File: src/hw/rtl/gstp_pkg.sv
package gstp_pkg;

  // Default nesting limit for brace blocks.
  localparam int unsigned MaxNestDefault = 255;

  // Widths of the item fields.
  localparam int unsigned KindW   = 4;
  localparam int unsigned HandleW = 16;
  localparam int unsigned CodeW   = 3;
  localparam int unsigned DepthW  = 8;

  // Token kinds on the input side.
  typedef enum logic [KindW-1:0] {
    K_NT    = 4'd0,
    K_DEF   = 4'd1,
    K_TOK   = 4'd2,
    K_OPEN  = 4'd3,
    K_CLOSE = 4'd4,
    K_OR    = 4'd5,
    K_SPACE = 4'd6,
    K_PAD   = 4'd7,
    K_END   = 4'd8,
    K_NL    = 4'd9
  } kind_e;

  // Event codes on the output side.
  typedef enum logic [CodeW-1:0] {
    E_NEWNT   = 3'd0,
    E_NEWPROD = 3'd1,
    E_PTOK    = 3'd2,
    E_NEWBLK  = 3'd3,
    E_BTOK    = 3'd4,
    E_DROP    = 3'd5,
    E_ACC     = 3'd6,
    E_ERR     = 3'd7
  } event_e;

  // Grammar positions.
  typedef enum logic [3:0] {
    P_RULES = 4'd0,
    P_DEFINE = 4'd1,
    P_ALTS  = 4'd2,
    P_TAIL  = 4'd3,
    P_TAIL2 = 4'd4,
    P_TAIL3 = 4'd5,
    P_MORE  = 4'd6,
    P_BLK_A = 4'd7,
    P_PAD_A = 4'd8,
    P_TOK_A = 4'd9,
    P_BLK_B = 4'd10,
    P_DONE  = 4'd11,
    P_ERROR = 4'd12
  } pos_e;

  // Events caused by one token: one or two codes.
  typedef struct packed {
    logic   two;
    event_e code0;
    event_e code1;
  } step_t;

endpackage

File: src/hw/rtl/grammar_spec_token_parser.sv
// Grammar-checking token parser. Each input item is one lexical token (kind
// and handle); the block checks the token stream against the production-rule
// grammar and emits one event item per token, or two when a token opens a
// new alternative (new production followed by production token or new block).
// tlast marks the final event of a token. A token waits in the input register
// and is then decoded into the result register, so single-event tokens flow
// at one item per cycle unless the output stalls; a two-event token holds the
// result register until both events are taken, which bounds the rate. Errors
// stick until reset; after the end token every further token is dropped.
module grammar_spec_token_parser #(
  parameter int unsigned MaxNest = gstp_pkg::MaxNestDefault
) (
  input  logic                           clk_i,
  input  logic                           rst_ni,
  input  logic                           s_axis_tvalid,
  output logic                           s_axis_tready,
  input  logic [gstp_pkg::HandleW-1:0]   s_axis_tdata,  // token_handle
  input  logic [gstp_pkg::KindW-1:0]     s_axis_tuser,  // token_kind
  output logic                           m_axis_tvalid,
  input  logic                           m_axis_tready,
  output logic [gstp_pkg::HandleW-1:0]   m_axis_tdata,  // event_handle
  output logic [gstp_pkg::CodeW-1:0]     m_axis_tuser,  // event_code
  output logic                           m_axis_tlast   // last_event
);
  import gstp_pkg::*;

  logic               in_valid_q;
  logic [KindW-1:0]   in_kind_q;
  logic [HandleW-1:0] in_handle_q;

  logic               res_valid_q;
  logic               res_idx_q;
  step_t              res_step_q;
  logic [HandleW-1:0] res_handle_q;

  step_t step;
  logic  res_pop, res_free, move, s_acc, m_acc;

  // Handshake and stage movement.
  assign s_acc         = s_axis_tvalid && s_axis_tready;
  assign m_acc         = m_axis_tvalid && m_axis_tready;
  assign res_pop       = m_acc && m_axis_tlast;
  assign res_free      = !res_valid_q || res_pop;
  assign move          = in_valid_q && res_free;
  assign s_axis_tready = !in_valid_q || res_free;

  // Input register.
  always_ff @(posedge clk_i or negedge rst_ni) begin
    if (!rst_ni) begin
      in_valid_q <= 1'b0;
    end else if (s_acc) begin
      in_valid_q <= 1'b1;
    end else if (move) begin
      in_valid_q <= 1'b0;
    end
  end

  always_ff @(posedge clk_i) begin
    if (s_acc) begin
      in_kind_q   <= s_axis_tuser;
      in_handle_q <= s_axis_tdata;
    end
  end

  // Grammar decoder with the parse state.
  gstp_parser #(
    .MaxNest(MaxNest)
  ) u_parser (
    .clk_i (clk_i),
    .rst_ni(rst_ni),
    .step_i(move),
    .kind_i(in_kind_q),
    .step_o(step)
  );

  // Result register; res_idx_q selects the event currently shown.
  always_ff @(posedge clk_i or negedge rst_ni) begin
    if (!rst_ni) begin
      res_valid_q <= 1'b0;
      res_idx_q   <= 1'b0;
    end else if (move) begin
      res_valid_q <= 1'b1;
      res_idx_q   <= 1'b0;
    end else if (res_pop) begin
      res_valid_q <= 1'b0;
    end else if (m_acc) begin
      res_idx_q <= 1'b1;
    end
  end

  always_ff @(posedge clk_i) begin
    if (move) begin
      res_step_q   <= step;
      res_handle_q <= in_handle_q;
    end
  end

  // Output item.
  assign m_axis_tvalid = res_valid_q;
  assign m_axis_tlast  = !res_step_q.two || res_idx_q;
  assign m_axis_tdata  = res_handle_q;
  assign m_axis_tuser  = res_idx_q ? res_step_q.code1 : res_step_q.code0;

endmodule

File: src/hw/rtl/gstp_parser.sv
module gstp_parser #(
  parameter int unsigned MaxNest = gstp_pkg::MaxNestDefault
) (
  input  logic                           clk_i,
  input  logic                           rst_ni,
  input  logic                           step_i,
  input  logic [gstp_pkg::KindW-1:0]     kind_i,
  output gstp_pkg::step_t                step_o
);
  import gstp_pkg::*;

  // Effective nesting limit, capped by the depth counter range.
  localparam logic [DepthW-1:0] NestLimit =
    (MaxNest < 255) ? DepthW'(MaxNest) : DepthW'(255);

  pos_e              pos_q, pos_d;
  logic [DepthW-1:0] dep_q, dep_d;

  // Outcome of the rule-level choice.
  event_e rules_code;
  pos_e   rules_pos;
  always_comb begin
    rules_code = E_ERR;
    rules_pos  = P_ERROR;
    if (kind_i == K_NT) begin
      rules_code = E_NEWNT;
      rules_pos  = P_DEFINE;
    end else if (kind_i == K_END) begin
      rules_code = E_ACC;
      rules_pos  = P_DONE;
    end
  end

  // Outcome of the "more symbols" choice.
  event_e more_code;
  pos_e   more_pos;
  always_comb begin
    more_code = E_ERR;
    more_pos  = P_ERROR;
    if (kind_i == K_TOK) begin
      more_code = E_PTOK;
      more_pos  = P_TAIL;
    end else if (kind_i == K_OR) begin
      more_code = E_DROP;
      more_pos  = P_ALTS;
    end
  end

  // Outcome inside a brace block; the closing brace at depth one leaves the block.
  event_e            blk_code;
  logic              blk_exit;
  logic [DepthW-1:0] blk_dep;
  always_comb begin
    blk_code = E_BTOK;
    blk_exit = 1'b0;
    blk_dep  = dep_q;
    if (kind_i == K_END || kind_i > K_NL) begin
      blk_code = E_ERR;
    end else if (kind_i == K_CLOSE) begin
      if (dep_q <= DepthW'(1)) begin
        blk_code = E_DROP;
        blk_exit = 1'b1;
        blk_dep  = '0;
      end else begin
        blk_dep = dep_q - DepthW'(1);
      end
    end else if (kind_i == K_OPEN) begin
      if (dep_q >= NestLimit) begin
        blk_code = E_ERR;
      end else begin
        blk_dep = dep_q + DepthW'(1);
      end
    end
  end

  // Transition per position; any error code forces the sticky error position.
  always_comb begin
    step_o = '{two: 1'b0, code0: E_ERR, code1: E_ERR};
    pos_d  = P_ERROR;
    dep_d  = dep_q;
    case (pos_q)
      P_RULES: begin
        step_o.code0 = rules_code;
        pos_d        = rules_pos;
      end
      P_DEFINE: begin
        if (kind_i == K_DEF) begin
          step_o.code0 = E_DROP;
          pos_d        = P_ALTS;
        end
      end
      P_ALTS: begin
        if (kind_i == K_TOK) begin
          step_o = '{two: 1'b1, code0: E_NEWPROD, code1: E_PTOK};
          pos_d  = P_TAIL;
        end else if (kind_i == K_OPEN) begin
          step_o = '{two: 1'b1, code0: E_NEWPROD, code1: E_NEWBLK};
          pos_d  = P_BLK_A;
          dep_d  = DepthW'(1);
        end
      end
      P_TAIL, P_TAIL3: begin
        if (kind_i == K_PAD) begin
          step_o.code0 = E_DROP;
          pos_d        = P_MORE;
        end else if (kind_i == K_SPACE && pos_q == P_TAIL) begin
          step_o.code0 = E_DROP;
          pos_d        = P_TAIL2;
        end else if (kind_i == K_NT || kind_i == K_END) begin
          step_o.code0 = rules_code;
          pos_d        = rules_pos;
        end
      end
      P_TAIL2: begin
        if (kind_i == K_OPEN) begin
          step_o.code0 = E_NEWBLK;
          pos_d        = P_BLK_B;
          dep_d        = DepthW'(1);
        end else begin
          step_o.code0 = more_code;
          pos_d        = more_pos;
        end
      end
      P_MORE: begin
        step_o.code0 = more_code;
        pos_d        = more_pos;
      end
      P_BLK_A, P_BLK_B: begin
        step_o.code0 = blk_code;
        dep_d        = blk_dep;
        if (blk_exit) begin
          pos_d = (pos_q == P_BLK_A) ? P_PAD_A : P_TAIL3;
        end else begin
          pos_d = pos_q;
        end
      end
      P_PAD_A: begin
        if (kind_i == K_PAD) begin
          step_o.code0 = E_DROP;
          pos_d        = P_TOK_A;
        end
      end
      P_TOK_A: begin
        if (kind_i == K_TOK) begin
          step_o.code0 = E_PTOK;
          pos_d        = P_TAIL;
        end
      end
      P_DONE: begin
        step_o.code0 = E_DROP;
        pos_d        = P_DONE;
      end
      default: begin
        step_o.code0 = E_ERR;
      end
    endcase
    if (step_o.code0 == E_ERR) begin
      pos_d = P_ERROR;
      dep_d = '0;
    end
  end

  // Parse position and brace depth advance once per processed item.
  always_ff @(posedge clk_i or negedge rst_ni) begin
    if (!rst_ni) begin
      pos_q <= P_RULES;
      dep_q <= '0;
    end else if (step_i) begin
      pos_q <= pos_d;
      dep_q <= dep_d;
    end
  end

endmodule

File: config.mk
export PLATFORM = sky130hd
export DESIGN_NAME = grammar_spec_token_parser
export DESIGN_NICKNAME = d
export VERILOG_FILES = /design/src/hw/rtl/gstp_pkg.sv /design/src/hw/rtl/grammar_spec_token_parser.sv /design/src/hw/rtl/gstp_parser.sv
export SDC_FILE = /design/constraint.sdc
export NUM_CORES = 1
export LEC_CHECK = 0
export BUFFER_PORTS_ARGS = -buffer_cell sky130_fd_sc_hd__buf_2
export CORE_UTILIZATION = 55
export CTS_CLUSTER_DIAMETER = 40
export CTS_CLUSTER_SIZE = 28
export DETAILED_ROUTE_END_ITERATION = 6
export PLACE_DENSITY = 0.77
export SYNTH_ARGS = -nofsm -noshare
export SYNTH_HDL_FRONTEND = slang
export SYNTH_SLANG_ARGS = --single-unit
File: constraint.sdc
create_clock -name clk_i -period 2.7 [get_ports clk_i]
set_input_delay 0.405 -clock clk_i [delete_from_list [all_inputs] [get_ports clk_i]]
set_output_delay 0.405 -clock clk_i [all_outputs]
set_load 0.1 [all_outputs]
Word level (Yosys, flattened, before mapping)
Cells that the tools add are included.
- register bits after elaboration: 58
- input port bits: 24
- output and inout bits: 22
- word-level logic and storage cells: 125
- add/sub/neg operators: 2
- magnitude comparators: 3
- eq/ne operators: 26
- muxes and demuxes: 56
- bitwise operators: 1
- reduce and logical (&&, ||, !) cells: 25
- operators by type and width (kind ; count):
    2-to-1 mux 8 bit ; 8
    2-to-1 mux 4 bit ; 14
    one-hot mux 4 bit (10 select lines) ; 1
    2-to-1 mux 3 bit ; 13
    equality test 4 x 3 -> 1 bit, second input constant ; 8
    one-hot mux 3 bit (10 select lines) ; 1
    one-hot mux 8 bit (3 select lines) ; 1
    equality test 4 bit, second input constant ; 5
    equality test 4 x 2 -> 1 bit, second input constant ; 4
    2-to-1 mux 7 bit ; 2
    2-to-1 mux 1 bit ; 12
    adder 8 x 1 -> 8 bit, second input constant ; 1
    equality test 4 x 1 -> 1 bit, second input constant ; 2
    greater-or-equal comparator 8 bit, second input constant ; 1
    less-or-equal comparator 8 x 1 -> 1 bit, second input constant ; 1
    logical NOT 4 bit ; 2
    2-to-1 mux 2 bit ; 4
    subtractor 8 x 1 -> 8 bit, second input constant ; 1
    inequality test 3 bit, second input constant ; 2
    AND reduction 6 bit ; 1
    nonzero test 2 bit ; 3
    OR reduction 2 bit ; 3
    logical AND 1 bit ; 5
    logical OR 1 bit ; 5
    10 further kinds ; 13

Logic depth before layout (Yosys ltp)
- word-level depth: 10
- gate-level depth with buffers: 10
- depth with buffers taken out: 8

By module
From an unflattened synthesis, not the netlist that was laid out.
- cell total of the unflattened synthesis: 283
- area total of the unflattened synthesis: 3126.7 um2
- modules (own cells, without submodules) (module ; times used ; cells each ; area each (um2) ; sequential area each (um2)):
    gstp_parser ; 1 ; 222 ; 1642.8 ; 300.3
    grammar_spec_token_parser ; 1 ; 61 ; 1483.9 ; 1366.3

Worst setup path after synthesis
No wires, ideal clock.
- path type: reg-to-reg
- from: register res_idx_q
- to: register in_handle_q[0], enable pin
- setup time: 0.378 ns
- arrival: 2.822 ns
- data required time: 2.322 ns
- slack: -0.501 ns
- cell stages (with the launch flop): 6
- buffers on the path: 0
- period minus slack after synthesis: 3.201 ns
- path through: dfrtp_1 nand2b_1 a21o_1 inv_1 nand2_1 and2_1
- word-level cells in the longest chain between the ends: 5
- RTL lines (item ; RTL line ; text):
    start: declaration ; grammar_spec_token_parser.sv:32 ; logic res_idx_q;
    start signal: assignment ; grammar_spec_token_parser.sv:80 ; res_idx_q <= 1'b0;
    start signal: assignment ; grammar_spec_token_parser.sv:83 ; res_idx_q <= 1'b0;
    start signal: assignment ; grammar_spec_token_parser.sv:87 ; res_idx_q <= 1'b1;
    logical OR 1 bit ; grammar_spec_token_parser.sv:100 ; assign m_axis_tlast = !res_step_q.two || res_idx_q;
    named net m_axis_tlast ; grammar_spec_token_parser.sv:23 ; output logic m_axis_tlast
    logical AND 1 bit ; grammar_spec_token_parser.sv:42 ; assign res_pop = m_acc && m_axis_tlast;
    logical OR 1 bit ; grammar_spec_token_parser.sv:43 ; assign res_free = !res_valid_q || res_pop;
    logical OR 1 bit ; grammar_spec_token_parser.sv:45 ; assign s_axis_tready = !in_valid_q || res_free;
    named net s_axis_tready ; grammar_spec_token_parser.sv:16 ; output logic s_axis_tready,
    logical AND 1 bit ; grammar_spec_token_parser.sv:40 ; assign s_acc = s_axis_tvalid && s_axis_tready;
    named net s_acc ; grammar_spec_token_parser.sv:37 ; logic res_pop, res_free, move, s_acc, m_acc;
    end signal: assignment ; grammar_spec_token_parser.sv:61 ; in_handle_q <= s_axis_tdata;
    end: declaration ; grammar_spec_token_parser.sv:29 ; logic [HandleW-1:0] in_handle_q;
The timed path passes the listed nets, and every way through them passes these cells.
A chain may end at the register's enable or synchronous reset.

==> flow_metrics.tcl <==
set metrics [dict create \
    p_sw_uw 830 \
    io_buffers 45 \
    clkTransAtPathRegs_ns 0.06 \
    arrival_ns 2.81 \
    grt_pass1_vias 2432 \
    grt_max_degree 24 \
    numCtsBuffers 9 \
    rows 27 \
    layout_commonest_cell "buf_2" \
    syn-cell-area_um2 3160 \
    whs_ns 0.248 \
    crit_chain "or4b_4 > a2111oi_2 > o21ai_2 > a31o_4 > o21ai_4 > mux2i_1" \
    synth_top_area_share 0.399 \
    pwr-share-comb 0.241 \
    slowest_stage "or4b_4" \
    swShare 0.326 \
    status "completed" \
    ys_seq_area_frac 0.518 \
    cts_tree "yes" \
    seq_power_share 0.428 \
    die_y_um 77.8 \
    cts_htree_levels 3 \
    synth_nets 323 \
    critPathMaxFanout 7 \
    synth_edf_count 42 \
    drv_cap 0 \
    ys_ff_latch 57 \
    leakagePower_uw 0.00143 \
    gp_congestion 0.992 \
    multi_input_area_um2 1370 \
    dp_hpwl_um 5380 \
    wl_um 7360 \
    synth_top_cell_by_area "edfxtp_1" \
    dieArea_um2 6050 \
    required_ns 2.95 \
    fmax_mhz 391 \
    rsz0062_at_grt "no" \
    cts_resized 0 \
    finalSetupTns_ns 0 \
    fillers 399 \
    drt_iter0_drc 273 \
    n_antenna_cell 0 \
    ys_types 68 \
    clock-sinks 57 \
    core_area_um2 5510 \
    mostFrequentLayoutCells "45 x buf_2, 42 x edfxtp_1, 23 x nand2_1" \
    final_layout_size_suffix_gt1_frac 0.270 \
    finalSetupViolations 0 \
    ys_warn_count 0 \
    ys.flop_type "edfxtp_1" \
    max_slew_margin 0.585 \
    final-hold-violation-count 0 \
    layout.area.seq_um2 1640 \
    grt-ovfl-total 0 \
    vias_per_cell 6.08 \
    area_growth_pct 18.9 \
    insertion_delay_ns 0.33 \
    period_share 0.948 \
    initial_utilization 0.574 \
    synthCells 296 \
    worst_pin_slew_ns 0.623 \
    synthArstFlopShare 0.263 \
    finalCriticalPeriod_ns 2.56 \
    p_int_uw 1710 \
    wl_per_cell_um 17.1 \
    max_stage_delay_ns 0.61 \
    nNetsFinal 382 \
    drtPass1Iterations 6 \
    clockBufferDepth 2 \
    path_class "reg2reg" \
    num_vias 2621 \
    ctsHoldBuffers 1 \
    worstHoldPathType "in2reg" \
    avgSynthCellArea_um2 10.7 \
    grt_antenna_before_repair 0 \
    worstSetupStartpointType "flop" \
    pin_count 46 \
    grt_pass1_wl_um 11900 \
    worst_setup_path_end_kind "flop" \
    drv_slew 0 \
    p_clk_frac 0.331 \
    post-cts-setup-buffers 0 \
    grt_util_all_layers 0.266 \
    ant_nets 0 \
    synthTopCellsByArea "edfxtp_1 40%, dfrtp_1 12%, nand2_1 2.9%" \
    skew_ns 0.00662 \
    total_power_uw 2540 \
    post-route-drc-count 0 \
    ir_drop_uv 545 \
    cts_root_buf "clkbuf_8" \
    power_density_nw_per_um2 678 \
    fp.dieW_um 77.8 \
]
worst max-delay path: cells and delay by family (launching register included):
kind	cells	cell delay [ns]
AOI/OAI and AO/OA	4	1.15
DFF	1	0.48
muxes	1	0.23
and+or+nand+nor	1	0.61
stage by stage:
stage / instances / setup slack, ns / cell area, um2 / utilization
floorplan: 296 / 0.156 / 3160 / -
global placement: 415 / 0.263 / 3540 / 0.642
detailed placement: 415 / 0.168 / 3540 / 0.642
CTS: 431 / 0.161 / 3750 / 0.682
global route: 431 / 0.0358 / 3750 / 0.682
finish: 431 / 0.142 / 3750 / 0.682
state kept, by name, indices dropped and copies added, names as in the netlist:
| register | count |
|---|---|
| u_parser.dep_q | 8 |
| res_idx_q | 1 |
| res_step_q | 6 |
| in_kind_q | 4 |
| m_axis_tvalid | 1 |
| m_axis_tdata | 16 |
| in_handle_q | 16 |
| in_valid_q | 1 |
| u_parser.pos_q | 4 |
worst paths after layout:
kind	cells after the start	end	startpoint	slack, ns
worst min-delay path	1	in_handle_q[2]$_DFFE_PP_	s_axis_tdata[2]	0.25
worst min register to register	0	m_axis_tdata[8]$_DFFE_PP_	in_handle_q[8]$_DFFE_PP_	0.41
max in group asynchronous	2	res_idx_q$_DFFE_PN0P_	rst_ni	1.92
worst max register to register	6	u_parser.dep_q[4]$_DFFE_PN0P_	in_kind_q[0]$_DFFE_PP_	0.14
min in group asynchronous	2	in_valid_q$_DFFE_PN0P_	rst_ni	0.52
worst max-delay path	6	u_parser.dep_q[4]$_DFFE_PN0P_	in_kind_q[0]$_DFFE_PP_	0.14
synth_stat cells (5+ instances only):
cell type / n
a31oi_1: 5
edfxtp_1: 42
inv_1: 17
nor2_1: 19
mux2i_1: 6
clkbuf_1: 7
o211ai_1: 5
o21ai_0: 11
dfrtp_1: 15
nor4_1: 5
nand2b_1: 11
a21oi_1: 14
nand2_1: 24
nand3_1: 10
buf_2: 6
power by group through the flow:
| stage | combinational, uW | sequential, uW | clock (uW) |
|---|---|---|---|
| global route | 649 | 1100 | 900 |
| CTS | 612 | 1090 | 859 |
| global placement | 600 | 1100 | 0 |
| floorplan | 265 | 1310 | 0 |
| finish | 613 | 1090 | 843 |
| detailed placement | 608 | 1110 | 0 |
per-layer routing:
metal  up-vias  track usage  part of all wire
li1       1245            -                 -
met5         -            0                 0
met4         0        0.115             0.019
met2       139        0.413              0.49
met3        13       0.0765             0.085
met1      1224        0.346              0.40
logic make-up (layout without fill, tap and decap cells):
group / after synthesis / after routing / share of synthesized area
flops: 57 / 57 / 0.518
simple gates: 110 / 110 / 0.201
xor+xnor: 1 / 1 / 0.00277
buf+inv: 35 / 98 / 0.0499
fa+ha+maj: 3 / 3 / 0.0119
compound gates: 82 / 82 / 0.190
mux: 8 / 8 / 0.0261
layout make-up:
class,count,share of cell area
sequential,57,0.436
clock buffer,11,0.0377
tap,72,0.0240
timing repair buffer,66,0.103
inverter,17,0.0170
clock inverter,4,0.0180
multi-input combinational,204,0.365
Note: power is estimated with default switching activity, not from simulation.
